`config.mk`:
```
export PLATFORM = sky130hd
export DESIGN_NAME = hsv_to_rgbw_convert_top_flat
export DESIGN_NICKNAME = d
export VERILOG_FILES = /design/src/design/hrc_pkg.sv /design/src/design/hrc_channel_if.sv /design/src/design/hsv_to_rgbw_convert_top.sv /design/src/design/hrc_pipe_ctrl.sv /design/src/design/hrc_sector.sv /design/src/design/hrc_coef.sv /design/src/design/hrc_mix.sv /design/src/flat_wrapper.sv
export SDC_FILE = /design/constraint.sdc
export NUM_CORES = 2
export LEC_CHECK = 0
export ABC_CLOCK_PERIOD_IN_PS = 12000
export CORE_MARGIN = 5
export CORE_UTILIZATION = 40
export DETAILED_ROUTE_END_ITERATION = 10
export DONT_BUFFER_PORTS = 1
export PLACE_DENSITY_LB_ADDON = 0.2
export SLEW_MARGIN = 10
export SYNTH_ARGS = -nofsm -noshare
export SYNTH_HDL_FRONTEND = slang
export SYNTH_SLANG_ARGS = --single-unit
```
`constraint.sdc`:
```
create_clock -name clock -period 12 [get_ports clock]
set_input_delay 1.8 -clock clock [delete_from_list [all_inputs] [get_ports clock]]
set_output_delay 1.8 -clock clock [all_outputs]
set_load 0.02 [all_outputs]
```
`src/design/hrc_pkg.sv`:
```
// shared types and constants of the hsv to rgbw converter
`default_nettype none

package hrc_pkg;

   localparam int FIELD_W          = 13;
   localparam int HUE_SECTOR_UNITS = 960;
   localparam int HUE_FULL_UNITS   = 5760;
   localparam int SEC_W            = 3;
   localparam int FRAC_W           = 10;

   // 960 = 15 << 6, divide by 15 through a reciprocal and one correction
   localparam int DIV_SHIFT   = 6;
   localparam int DIV_ODD     = 15;
   localparam int RECIP_SHIFT = 24;
   localparam int RECIP_W     = 21;
   localparam logic [RECIP_W-1:0] RECIP_MUL = RECIP_W'(((1 << RECIP_SHIFT) - 1) / DIV_ODD);

   localparam int NUM_STAGES    = 7;
   localparam int STAGE_SECTOR  = 0;
   localparam int STAGE_PRODUCT = 1;
   localparam int STAGE_RECIP   = 2;
   localparam int STAGE_CORRECT = 3;
   localparam int STAGE_SCALE   = 4;
   localparam int STAGE_SELECT  = 5;
   localparam int STAGE_DRIVE   = 6;

   typedef logic [FIELD_W-1:0] field_type;

   typedef enum logic [SEC_W-1:0] {
      SECTOR_R2Y = 3'd0,
      SECTOR_Y2G = 3'd1,
      SECTOR_G2C = 3'd2,
      SECTOR_C2B = 3'd3,
      SECTOR_B2M = 3'd4,
      SECTOR_M2R = 3'd5
   } sector_type;

   typedef struct packed {
      logic [NUM_STAGES-1:0] load;
   } pipe_ctrl_type;

endpackage

`default_nettype wire

```
`src/design/hrc_channel_if.sv`:
```
// request and response channel interfaces of the hsv to rgbw converter
`default_nettype none

interface hrc_req_if;
   logic                valid;
   logic                ready;
   hrc_pkg::field_type  hue_sixteenths;
   hrc_pkg::field_type  saturation_level;
   hrc_pkg::field_type  brightness_level;

   modport source (output valid, hue_sixteenths, saturation_level, brightness_level,
                   input ready);
   modport sink (input valid, hue_sixteenths, saturation_level, brightness_level,
                 output ready);
endinterface

interface hrc_rsp_if;
   logic                valid;
   logic                ready;
   hrc_pkg::field_type  white_out;
   hrc_pkg::field_type  red_out;
   hrc_pkg::field_type  green_out;
   hrc_pkg::field_type  blue_out;

   modport source (output valid, white_out, red_out, green_out, blue_out,
                   input ready);
   modport sink (input valid, white_out, red_out, green_out, blue_out,
                 output ready);
endinterface

`default_nettype wire

```
`src/design/hsv_to_rgbw_convert_top.sv`:
```
// hsv to rgbw converter, seven-stage pipeline
// a request passes the sector, product, reciprocal, correct, scale, select and drive registers
// throughput: one request per cycle while the output is ready
// a stalled output holds; empty stages in between still take requests
// reset clears only the stage valid bits, datapath registers are not reset
`default_nettype none

module hsv_to_rgbw_convert_top #(
   parameter int LEVEL_FRAC_BITS = 12
) (
   input  wire logic     clock,
   input  wire logic     reset,
   hrc_req_if.sink       req_if,
   hrc_rsp_if.source     rsp_if
);
   import hrc_pkg::*;

   localparam int LW = LEVEL_FRAC_BITS + 1;

   pipe_ctrl_type     ctrl;

   logic [LW-1:0]     sat1, val1;
   sector_type        sec1;
   logic [FRAC_W-1:0] frac1, fracc1;

   logic [LW-1:0]     val4, plev4, kq4, kt4;
   sector_type        sec4;

   hrc_pipe_ctrl u_ctrl (
      .clock     (clock),
      .reset     (reset),
      .in_valid  (req_if.valid),
      .out_ready (rsp_if.ready),
      .in_ready  (req_if.ready),
      .out_valid (rsp_if.valid),
      .ctrl      (ctrl)
   );

   hrc_sector #(.LEVEL_FRAC_BITS(LEVEL_FRAC_BITS)) u_sector (
      .clock            (clock),
      .ctrl             (ctrl),
      .hue_sixteenths   (req_if.hue_sixteenths),
      .saturation_level (req_if.saturation_level),
      .brightness_level (req_if.brightness_level),
      .sat_ff           (sat1),
      .val_ff           (val1),
      .sec_ff           (sec1),
      .frac_ff          (frac1),
      .fracc_ff         (fracc1)
   );

   hrc_coef #(.LEVEL_FRAC_BITS(LEVEL_FRAC_BITS)) u_coef (
      .clock   (clock),
      .ctrl    (ctrl),
      .sat     (sat1),
      .val     (val1),
      .sec     (sec1),
      .frac    (frac1),
      .fracc   (fracc1),
      .val_ff  (val4),
      .sec_ff  (sec4),
      .plev_ff (plev4),
      .kq_ff   (kq4),
      .kt_ff   (kt4)
   );

   hrc_mix #(.LEVEL_FRAC_BITS(LEVEL_FRAC_BITS)) u_mix (
      .clock    (clock),
      .ctrl     (ctrl),
      .val      (val4),
      .sec      (sec4),
      .plev     (plev4),
      .kq       (kq4),
      .kt       (kt4),
      .white_ff (rsp_if.white_out),
      .red_ff   (rsp_if.red_out),
      .green_ff (rsp_if.green_out),
      .blue_ff  (rsp_if.blue_out)
   );

endmodule

`default_nettype wire

```
`src/design/hrc_pipe_ctrl.sv`:
```
// valid bits and per-stage load enables of the converter pipeline
`default_nettype none

module hrc_pipe_ctrl (
   input  wire logic                  clock,
   input  wire logic                  reset,
   input  wire logic                  in_valid,
   input  wire logic                  out_ready,
   output logic                       in_ready,
   output logic                       out_valid,
   output hrc_pkg::pipe_ctrl_type     ctrl
);
   import hrc_pkg::*;

   logic [NUM_STAGES-1:0] vld_ff;
   logic [NUM_STAGES-1:0] vld_in;
   logic [NUM_STAGES-1:0] src_vld;
   logic [NUM_STAGES:0]   rdy;

   always_comb begin
      rdy[NUM_STAGES] = out_ready;
      for (int i = NUM_STAGES - 1; i >= 0; i--) begin
         rdy[i] = !vld_ff[i] || rdy[i+1];
      end
      src_vld   = {vld_ff[NUM_STAGES-2:0], in_valid};
      ctrl.load = src_vld & rdy[NUM_STAGES-1:0];
      for (int i = 0; i < NUM_STAGES; i++) begin
         vld_in[i] = rdy[i] ? src_vld[i] : vld_ff[i];
      end
   end

   always_ff @(posedge clock) begin
      if (reset) begin
         vld_ff <= '0;
      end else begin
         vld_ff <= vld_in;
      end
   end

   assign in_ready  = rdy[0];
   assign out_valid = vld_ff[NUM_STAGES-1];

endmodule

`default_nettype wire

```
`src/design/hrc_sector.sv`:
```
// input clamp and hue sector split
`default_nettype none

module hrc_sector #(
   parameter int LEVEL_FRAC_BITS = 12
) (
   input  wire logic                          clock,
   input  wire hrc_pkg::pipe_ctrl_type        ctrl,
   input  wire hrc_pkg::field_type            hue_sixteenths,
   input  wire hrc_pkg::field_type            saturation_level,
   input  wire hrc_pkg::field_type            brightness_level,
   output logic [LEVEL_FRAC_BITS:0]           sat_ff,
   output logic [LEVEL_FRAC_BITS:0]           val_ff,
   output hrc_pkg::sector_type                sec_ff,
   output logic [hrc_pkg::FRAC_W-1:0]         frac_ff,
   output logic [hrc_pkg::FRAC_W-1:0]         fracc_ff
);
   import hrc_pkg::*;

   localparam int LW = LEVEL_FRAC_BITS + 1;
   localparam int CW = (LW > FIELD_W) ? LW : FIELD_W;
   localparam logic [CW-1:0] LVL_ONE = CW'(1) << LEVEL_FRAC_BITS;

   logic [CW-1:0]     sat_ext;
   logic [CW-1:0]     val_ext;
   logic [LW-1:0]     sat_in;
   logic [LW-1:0]     val_in;
   sector_type        sec_in;
   field_type         base;
   logic [FRAC_W-1:0] frac_in;
   logic [FRAC_W-1:0] fracc_in;

   always_comb begin
      sat_ext = CW'(saturation_level);
      val_ext = CW'(brightness_level);
      sat_in  = (sat_ext > LVL_ONE) ? LW'(LVL_ONE) : LW'(sat_ext);
      val_in  = (val_ext > LVL_ONE) ? LW'(LVL_ONE) : LW'(val_ext);

      base   = FIELD_W'(5 * HUE_SECTOR_UNITS);
      sec_in = SECTOR_M2R;
      if (hue_sixteenths >= FIELD_W'(HUE_FULL_UNITS)) begin
         base = hue_sixteenths;
      end else if (hue_sixteenths >= FIELD_W'(5 * HUE_SECTOR_UNITS)) begin
         base = FIELD_W'(5 * HUE_SECTOR_UNITS);
      end else if (hue_sixteenths >= FIELD_W'(4 * HUE_SECTOR_UNITS)) begin
         base   = FIELD_W'(4 * HUE_SECTOR_UNITS);
         sec_in = SECTOR_B2M;
      end else if (hue_sixteenths >= FIELD_W'(3 * HUE_SECTOR_UNITS)) begin
         base   = FIELD_W'(3 * HUE_SECTOR_UNITS);
         sec_in = SECTOR_C2B;
      end else if (hue_sixteenths >= FIELD_W'(2 * HUE_SECTOR_UNITS)) begin
         base   = FIELD_W'(2 * HUE_SECTOR_UNITS);
         sec_in = SECTOR_G2C;
      end else if (hue_sixteenths >= FIELD_W'(HUE_SECTOR_UNITS)) begin
         base   = FIELD_W'(HUE_SECTOR_UNITS);
         sec_in = SECTOR_Y2G;
      end else begin
         base   = '0;
         sec_in = SECTOR_R2Y;
      end
      frac_in  = FRAC_W'(hue_sixteenths - base);
      fracc_in = FRAC_W'(HUE_SECTOR_UNITS) - frac_in;
   end

   always_ff @(posedge clock) begin
      if (ctrl.load[STAGE_SECTOR]) begin
         sat_ff   <= sat_in;
         val_ff   <= val_in;
         sec_ff   <= sec_in;
         frac_ff  <= frac_in;
         fracc_ff <= fracc_in;
      end
   end

endmodule

`default_nettype wire

```
`src/design/hrc_coef.sv`:
```
// sector blend coefficients: products, divide by 960, and the p level
`default_nettype none

module hrc_coef #(
   parameter int LEVEL_FRAC_BITS = 12
) (
   input  wire logic                          clock,
   input  wire hrc_pkg::pipe_ctrl_type        ctrl,
   input  wire logic [LEVEL_FRAC_BITS:0]      sat,
   input  wire logic [LEVEL_FRAC_BITS:0]      val,
   input  wire hrc_pkg::sector_type           sec,
   input  wire logic [hrc_pkg::FRAC_W-1:0]    frac,
   input  wire logic [hrc_pkg::FRAC_W-1:0]    fracc,
   output logic [LEVEL_FRAC_BITS:0]           val_ff,
   output hrc_pkg::sector_type                sec_ff,
   output logic [LEVEL_FRAC_BITS:0]           plev_ff,
   output logic [LEVEL_FRAC_BITS:0]           kq_ff,
   output logic [LEVEL_FRAC_BITS:0]           kt_ff
);
   import hrc_pkg::*;

   localparam int LW  = LEVEL_FRAC_BITS + 1;
   localparam int PAW = LW + FRAC_W;
   localparam int YW  = PAW - DIV_SHIFT;
   localparam int RW  = YW + RECIP_W;
   localparam int QW  = RW - RECIP_SHIFT;
   localparam logic [LW-1:0] LVL_ONE = LW'(1) << LEVEL_FRAC_BITS;

   // product stage
   logic [PAW-1:0]  pa_ff, pb_ff;
   logic [2*LW-1:0] pp_ff;
   logic [LW-1:0]   v2_ff;
   sector_type      sec2_ff;

   // reciprocal stage
   logic [YW-1:0]   ya_ff, yb_ff;
   logic [QW-1:0]   qa_ff, qb_ff;
   logic [LW-1:0]   p3_ff, v3_ff;
   sector_type      sec3_ff;

   logic [YW-1:0]   ya_in, yb_in;
   logic [RW-1:0]   ra_in, rb_in;
   logic [YW:0]     qa15, qb15;
   logic [YW-1:0]   rema, remb;
   logic [LW-1:0]   kq_in, kt_in;

   always_ff @(posedge clock) begin
      if (ctrl.load[STAGE_PRODUCT]) begin
         pa_ff   <= PAW'(sat) * PAW'(frac);
         pb_ff   <= PAW'(sat) * PAW'(fracc);
         pp_ff   <= (2*LW)'(val) * (2*LW)'(LVL_ONE - sat);
         v2_ff   <= val;
         sec2_ff <= sec;
      end
   end

   always_comb begin
      ya_in = pa_ff[PAW-1:DIV_SHIFT];
      yb_in = pb_ff[PAW-1:DIV_SHIFT];
      ra_in = RW'(ya_in) * RW'(RECIP_MUL);
      rb_in = RW'(yb_in) * RW'(RECIP_MUL);
   end

   always_ff @(posedge clock) begin
      if (ctrl.load[STAGE_RECIP]) begin
         ya_ff   <= ya_in;
         yb_ff   <= yb_in;
         qa_ff   <= ra_in[RW-1:RECIP_SHIFT];
         qb_ff   <= rb_in[RW-1:RECIP_SHIFT];
         p3_ff   <= pp_ff[LEVEL_FRAC_BITS +: LW];
         v3_ff   <= v2_ff;
         sec3_ff <= sec2_ff;
      end
   end

   always_comb begin
      qa15  = {qa_ff, 4'b0000} - (YW+1)'(qa_ff);
      qb15  = {qb_ff, 4'b0000} - (YW+1)'(qb_ff);
      rema  = ya_ff - qa15[YW-1:0];
      remb  = yb_ff - qb15[YW-1:0];
      kq_in = LW'(qa_ff) + LW'(rema >= YW'(DIV_ODD));
      kt_in = LW'(qb_ff) + LW'(remb >= YW'(DIV_ODD));
   end

   always_ff @(posedge clock) begin
      if (ctrl.load[STAGE_CORRECT]) begin
         kq_ff   <= kq_in;
         kt_ff   <= kt_in;
         plev_ff <= p3_ff;
         val_ff  <= v3_ff;
         sec_ff  <= sec3_ff;
      end
   end

endmodule

`default_nettype wire

```
`src/design/hrc_mix.sv`:
```
// q and t levels, sector select, white extraction and output drive
`default_nettype none

module hrc_mix #(
   parameter int LEVEL_FRAC_BITS = 12
) (
   input  wire logic                          clock,
   input  wire hrc_pkg::pipe_ctrl_type        ctrl,
   input  wire logic [LEVEL_FRAC_BITS:0]      val,
   input  wire hrc_pkg::sector_type           sec,
   input  wire logic [LEVEL_FRAC_BITS:0]      plev,
   input  wire logic [LEVEL_FRAC_BITS:0]      kq,
   input  wire logic [LEVEL_FRAC_BITS:0]      kt,
   output hrc_pkg::field_type                 white_ff,
   output hrc_pkg::field_type                 red_ff,
   output hrc_pkg::field_type                 green_ff,
   output hrc_pkg::field_type                 blue_ff
);
   import hrc_pkg::*;

   localparam int LW = LEVEL_FRAC_BITS + 1;
   localparam int CW = (LW > FIELD_W) ? LW : FIELD_W;
   localparam logic [LW-1:0] LVL_ONE  = LW'(1) << LEVEL_FRAC_BITS;
   localparam logic [LW-1:0] LVL_HALF = LW'(1) << (LEVEL_FRAC_BITS - 1);

   function automatic field_type drive(input logic [LW:0] x);
      logic [LW-1:0] sat;
      logic [CW-1:0] ext;
      sat = (x > {1'b0, LVL_ONE}) ? LVL_ONE : x[LW-1:0];
      ext = CW'(sat);
      return ext[FIELD_W-1:0];
   endfunction

   logic [2*LW-1:0] qp_in, tp_in;
   logic [LW-1:0]   q5_ff, t5_ff, p5_ff, v5_ff;
   sector_type      sec5_ff;

   logic [LW-1:0]   cr_in, cg_in, cb_in, mn, m_in;
   logic [LW-1:0]   cr_ff, cg_ff, cb_ff, m_ff;

   always_comb begin
      qp_in = (2*LW)'(val) * (2*LW)'(LVL_ONE - kq);
      tp_in = (2*LW)'(val) * (2*LW)'(LVL_ONE - kt);
   end

   always_ff @(posedge clock) begin
      if (ctrl.load[STAGE_SCALE]) begin
         q5_ff   <= qp_in[LEVEL_FRAC_BITS +: LW];
         t5_ff   <= tp_in[LEVEL_FRAC_BITS +: LW];
         p5_ff   <= plev;
         v5_ff   <= val;
         sec5_ff <= sec;
      end
   end

   always_comb begin
      case (sec5_ff)
         SECTOR_R2Y: begin
            cr_in = v5_ff; cg_in = t5_ff; cb_in = p5_ff;
         end
         SECTOR_Y2G: begin
            cr_in = q5_ff; cg_in = v5_ff; cb_in = p5_ff;
         end
         SECTOR_G2C: begin
            cr_in = p5_ff; cg_in = v5_ff; cb_in = t5_ff;
         end
         SECTOR_C2B: begin
            cr_in = p5_ff; cg_in = q5_ff; cb_in = v5_ff;
         end
         SECTOR_B2M: begin
            cr_in = t5_ff; cg_in = p5_ff; cb_in = v5_ff;
         end
         default: begin
            cr_in = v5_ff; cg_in = p5_ff; cb_in = q5_ff;
         end
      endcase
      mn   = (cr_in < cg_in) ? cr_in : cg_in;
      mn   = (mn < cb_in) ? mn : cb_in;
      m_in = (mn > LVL_HALF) ? LVL_HALF : mn;
   end

   always_ff @(posedge clock) begin
      if (ctrl.load[STAGE_SELECT]) begin
         cr_ff <= cr_in;
         cg_ff <= cg_in;
         cb_ff <= cb_in;
         m_ff  <= m_in;
      end
   end

   always_ff @(posedge clock) begin
      if (ctrl.load[STAGE_DRIVE]) begin
         white_ff <= drive({m_ff, 1'b0});
         red_ff   <= drive({cr_ff - m_ff, 1'b0});
         green_ff <= drive({cg_ff - m_ff, 1'b0});
         blue_ff  <= drive({cb_ff - m_ff, 1'b0});
      end
   end

endmodule

`default_nettype wire

```
`src/flat_wrapper.sv`:
```
// flat-port wrapper written by rule: the top's interface ports become plain ports
module hsv_to_rgbw_convert_top_flat import hrc_pkg::*;
#(
   parameter int LEVEL_FRAC_BITS = 12
)
  (clock, reset, req_if_valid, req_if_hue_sixteenths, req_if_saturation_level, req_if_brightness_level, req_if_ready, rsp_if_valid, rsp_if_white_out, rsp_if_red_out, rsp_if_green_out, rsp_if_blue_out, rsp_if_ready);
  hrc_req_if req_if_i ();
  hrc_rsp_if rsp_if_i ();
  input  wire logic clock;
  input  wire logic reset;
  input wire logic [$bits(req_if_i.valid)-1:0] req_if_valid;
  input wire logic [$bits(req_if_i.hue_sixteenths)-1:0] req_if_hue_sixteenths;
  input wire logic [$bits(req_if_i.saturation_level)-1:0] req_if_saturation_level;
  input wire logic [$bits(req_if_i.brightness_level)-1:0] req_if_brightness_level;
  output wire logic [$bits(req_if_i.ready)-1:0] req_if_ready;
  output wire logic [$bits(rsp_if_i.valid)-1:0] rsp_if_valid;
  output wire logic [$bits(rsp_if_i.white_out)-1:0] rsp_if_white_out;
  output wire logic [$bits(rsp_if_i.red_out)-1:0] rsp_if_red_out;
  output wire logic [$bits(rsp_if_i.green_out)-1:0] rsp_if_green_out;
  output wire logic [$bits(rsp_if_i.blue_out)-1:0] rsp_if_blue_out;
  input wire logic [$bits(rsp_if_i.ready)-1:0] rsp_if_ready;
  assign req_if_i.valid = req_if_valid;
  assign req_if_i.hue_sixteenths = req_if_hue_sixteenths;
  assign req_if_i.saturation_level = req_if_saturation_level;
  assign req_if_i.brightness_level = req_if_brightness_level;
  assign req_if_ready = req_if_i.ready;
  assign rsp_if_valid = rsp_if_i.valid;
  assign rsp_if_white_out = rsp_if_i.white_out;
  assign rsp_if_red_out = rsp_if_i.red_out;
  assign rsp_if_green_out = rsp_if_i.green_out;
  assign rsp_if_blue_out = rsp_if_i.blue_out;
  assign rsp_if_i.ready = rsp_if_ready;
  hsv_to_rgbw_convert_top #(.LEVEL_FRAC_BITS(LEVEL_FRAC_BITS)) u_core (.clock(clock), .reset(reset), .req_if(req_if_i), .rsp_if(rsp_if_i));
endmodule
```
# Yosys cells after proc, flatten, opt, wreduce, memory -nomap -nowiden
# Cells that the tools add are included.
classes:
  n_reduce_logical: 21
  n_div: 0
  eq_ne: 4
  multipliers: 7
  n_mux: 15
  n_bitwise: 1
  shifts: 0
  magnitude_cmp: 17
  add_sub_neg: 14
op_table:
  columns: ["operator", "count"]
  rows:
  - ["13-bit case mux with 3 select lines", 3]
  - ["17-bit by 21-bit multiplier with 38-bit output, second input constant", 2]
  - ["10-bit two-way mux", 6]
  - ["14-bit by 13-bit > comparator with 1-bit output, second input constant", 4]
  - ["14-bit by 14-bit multiplier with 25-bit output", 2]
  - ["13-bit by 10-bit multiplier with 23-bit output", 2]
  - ["13-bit by 13-bit subtractor with 14-bit output, first input constant", 3]
  - ["13-bit subtractor", 3]
  - ["17-bit by 4-bit greater-or-equal comparator with 1-bit output, second input constant", 2]
  - ["17-bit by 14-bit subtractor with 17-bit output", 2]
  - ["17-bit subtractor", 2]
  - ["13-bit by 1-bit adder with 13-bit output", 2]
  - ["13-bit by 12-bit greater-or-equal comparator with 1-bit output, second input constant", 2]
  - ["13-bit greater-or-equal comparator, second input constant", 2]
  - ["13-bit > comparator, second input constant", 2]
  - ["13-bit less-than comparator", 2]
  - ["13-bit by 26-bit multiplier with 25-bit output", 1]
  - ["13-bit two-way mux", 2]
  - ["13-bit by 10-bit greater-or-equal comparator with 1-bit output, second input constant", 1]
  - ["13-bit by 11-bit greater-or-equal comparator with 1-bit output, second input constant", 1]
  - ["13-bit by 12-bit > comparator with 1-bit output, second input constant", 1]
  - ["2-bit OR reduction", 5]
  - ["10-bit subtractor", 1]
  - ["10-bit subtractor, first input constant", 1]
  - ["10 further kinds", 25]
word_totals:
  register_bits: 448
  latchBits: 0
  mem_count: 0
  in_bits: 43
  word_cells: 126
  mem_bits_ro: 0
  ramBits: 0
  out_inout_bits: 54

# Logic depth before layout (Yosys ltp)
depth:
  depth_word: 9
  mapped_depth: 30
  ltp_nobuf: 27

# Hierarchy
# Synthesis repeated with hierarchy kept, for this count alone.
hier_totals:
  cells_unflattened: 5115
  area_unflattened_um2: 51261.7
modules_own_cells:
  columns: ["module", "cells_per_inst", "area_per_inst_um2", "seq_area_each_um2", "n_inst"]
  rows:
  - ["hrc_coef", 2638, 27077.2, 6276.0, 1]
  - ["hrc_mix", 2251, 21469.3, 4654.5, 1]
  - ["hrc_sector", 191, 2392.3, 1441.4, 1]
  - ["hrc_pipe_ctrl", 35, 322.8, 140.1, 1]

# Worst setup path after synthesis
# No wires, ideal clock.
synth_timing:
  path_type: "input-to-reg"
  from: "input rsp_if_ready"
  to: "register u_core.u_coef.p3_ff[0] (enable)"
  path_stages: 5
  t_arrival_ps: 8971
  setup_time_ps: 679
  path_buffers: 1
  slack_ps: 2349
  t_required_ps: 11321
  cell_sequence: "nor2b_1 and2_1 and3_1 clkbuf_1 a21boi_0"
synth_rtl:
  columns: ["element", "line", "source"]
  rows:
  - ["from (decl)", "flat_wrapper.sv:21", "input wire logic [$bits(rsp_if_i.ready)-1:0] rsp_if_ready;"]
  - ["to (signal assigned)", "hrc_coef.sv:70", "p3_ff <= pp_ff[LEVEL_FRAC_BITS +: LW];"]
  - ["to (decl)", "hrc_coef.sv:38", "logic [LW-1:0] p3_ff, v3_ff;"]

# Worst setup path in the final report
layout_timing:
  from: "register u_core.u_coef.kq_ff[0]"
  to: "register u_core.u_mix.q5_ff[12] (data pin)"
layout_via:
  elab_chain_cells: 2
layout_lines:
  columns: ["element", "line", "source"]
  rows:
  - ["from (decl)", "hrc_coef.sv:17", "output logic [LEVEL_FRAC_BITS:0] kq_ff,"]
  - ["from (signal assigned)", "hrc_coef.sv:87", "kq_ff <= kq_in;"]
  - ["13-bit by 13-bit subtractor with 14-bit output", "hrc_mix.sv:42", "qp_in = (2*LW)'(val) * (2*LW)'(LVL_ONE - kq);"]
  - ["13-bit by 26-bit multiplier with 25-bit output", "hrc_mix.sv:42", null]
  - ["via u_core.u_mix.qp_in[24]", "hrc_mix.sv:34", "logic [2*LW-1:0] qp_in, tp_in;"]
  - ["to (signal assigned)", "hrc_mix.sv:48", "q5_ff <= qp_in[LEVEL_FRAC_BITS +: LW];"]
  - ["to (decl)", "hrc_mix.sv:35", "logic [LW-1:0] q5_ff, t5_ff, p5_ff, v5_ff;"]
# The timed path passes the listed nets, and every way through them passes these cells.
# A chain may end at the register's enable or synchronous reset.

==> summary.md <==
| Metric | Value |
|---|---|
| NumNets Final | 6292 |
| RSZ-0062 raised after global routing | no |
| Worst Setup Start Kind | register |
| CP max-delay cell | xor2_1 |
| CTS H-tree depth | 2 |
| Hold WC Path Type | register to register |
| Number of global-route vias before repair | 35822 |
| Synth top area share | 25.9% |
| Critical Path Fanout Max | 14 |
| GRT Overall Usage | 18.1% |
| Number of enable flip-flop cells after synthesis | 412 |
| Dpl ws | 3.63 ns |
| Worst Path Required | 12.37 ns |
| Global-route wire length before repair | 196000 um |
| Fill cell count | 12164 |
| Core ar. | 126000 um2 |
| CP Capture Type | register |
| Period minus WS final | 8.33 ns |
| Clock Skews | 0.0417 ns |
| Starting DRT DRC Count | 1807 |
| Fin. Hold Viols | 0 |
| Synth warn | 0 |
| Vias | 33855 |
| Setup Crit Path Kind | register to register |
| Top_reg_cell synth | edfxtp_1 |
| CTS hold repair buffers | 0 |
| Outcome | finished clean |
| # Max-Cap Violations | 0 |
| Drt drc | 0 |
| CTS tree | done |
| Largest net degree at the start of global routing | 75 |
| # diodes | 0 |
| Clock sink count | 419 |
| Tcrit/Tclk final | 69.4% |
| ANT nets after route | 0 |
| Die area | 134000 um2 |
| Clock transition at path regs | 0.06 ns |
| # rows | 130 |
| # IOs | 97 |
| Final slew viol count | 0 |
| Clock buffer count from CTS | 48 |
| Largest delay share family, worst path | adder cells |
| Starting density of the core | 40.3% |
| Final setup fails | 0 |
| Flops & latches, synth | 419 |
| Sequential-to-total area share from yosys stat | 24.7% |
| Drt pass-1 iters | 5 |
| Synth top area cells | fa_1, edfxtp_1, ha_1, inv_1, and2_1 |
| CP Data Arrival Time | 8.71 ns |
| Vias per cell | 5.07 |
| GRT Residual Overflow | 0 |
| Distinct cells, synth | 87 |
| Area growth, synth to finish | 6.79% |
| Most used cell, CP | fa_1 |
| Synth Area per Inst | 10.0 um2 |
| Synth Instances | 5069 |
| Yosys top cell by area | fa_1 |
| Synth Cell Area | 50700 um2 |
| Max Fclk | 120 MHz |
| Ys async rst share | 0% |
| Setup WS post-layout | 3.67 ns |
| Worst slew margin | 22.2% |
| Most common cell in the synthesized netlist | inv_1 |
| Drt wl/cell | 17.8 um |
| Clk root buf | clkbuf_16 |
| Post-synth top cells | inv_1, fa_1, ha_1 |
| Fin Setup TNS | 0 ns |
| Routed WL | 119000 um |
| Vert. Die Dim | 366 um |
| Initial antenna violation count | 1 |
| Max incr delay on CP | 0.84 ns |
| Gpl congestion | 0.865 |
| Tightest Pin Transition | 1.16 ns |
| Number of buffers on the longest clock path | 3 |
| Port buffer count | 0 |
| Post-CTS sizing | 0 |
| Die X | 366 um |
| Clock latency on the worst-skew pair | 0.64 ns |
| Worst path bufs/invs | 4 |
| Setup Buffers After CTS | 0 |
| Post-DP HPWL | 93500 um |
| Layout cell share with drive strength beyond 1 | 3.80% |
flip-flops by register name, summed over array words and instances (netlist names), 14 cells and up:
signal and count:
u_core.u_coef.pb_ff 17, u_core.u_coef.qb_ff 14, u_core.u_coef.pa_ff 17, u_core.u_coef.ya_ff 17
u_core.u_coef.qa_ff 14, u_core.u_coef.yb_ff 17
kinds of logic after synthesis:
kind of cell,synth area share (%)
and+or+nand+nor,14.5
adders and majority gates,40.8
buffers and inverters,8.22
AOI/OAI and AO/OA,6.88
DFF,24.7
xor gates and xnor gates,3.90
muxes,1.01
other,0.0148
area by class of cell:
class | count | area (um2) | area share [%]
clock inverters | 29 | 378 | 0.698
flip-flops and latches | 419 | 12500 | 23.1
well taps | 1650 | 2060 | 3.81
inverters | 915 | 3430 | 6.34
repair buffers | 53 | 398 | 0.735
clock buffers | 59 | 1240 | 2.29
multi-input cells | 3552 | 34100 | 63.0
metrics by stage:
stage	utilization, %	hold WS (ns)	std cells	instance area [um2]
after floorplan	-	0.400	5073	50700
after global placement	41.8	0.404	6589	52500
after detailed placement	41.8	0.405	6589	52500
after CTS	43.1	0.391	6677	54200
after global routing	43.1	0.403	6677	54200
final	43.1	0.399	6677	54200
layout by cell type, fill, tap and decap left out, drive strengths merged, types with 27 or more instances in the layout:
cell type and n:
nand2b 27, xor2 53, edfxtp 412, fa 656, a21oi 129, nor2b 53, ha 604, nand3 52
and2 379, a21o 38, mux2i 34, nand2 520, nor2 238, nor3 68, xnor2 173, clkbuf 59
nand4 32, o21a 49, inv 919, buf 53, o21ai 107
layer usage:
| metal | vias to the layer above | global-route usage [%] | wire (um) |
|---|---|---|---|
| met1 | 16905 | 24.9 | 55000 |
| met3 | 136 | 1.62 | 3950 |
| met2 | 597 | 31.1 | 56900 |
| met5 | - | 0 | 0 |
| met4 | 0 | 4.04 | 2600 |
| li1 | 16217 | - | - |
final timing paths:
kind	start	end	slack, ns	cells past startpoint
setup / recovery	u_core.u_coef.kq_ff[0]	u_core.u_mix.q5_ff[12]	3.67	25
hold / removal	u_core.u_coef.sec2_ff[0]	u_core.u_coef.sec3_ff[0]	0.40	0
setup reg to reg	u_core.u_coef.kq_ff[0]	u_core.u_mix.q5_ff[12]	3.67	25
hold reg to reg	u_core.u_coef.sec2_ff[0]	u_core.u_coef.sec3_ff[0]	0.40	0
Power is not shown: default switching activity piles up to over one toggle a cycle in this logic, so the estimate is an artifact.
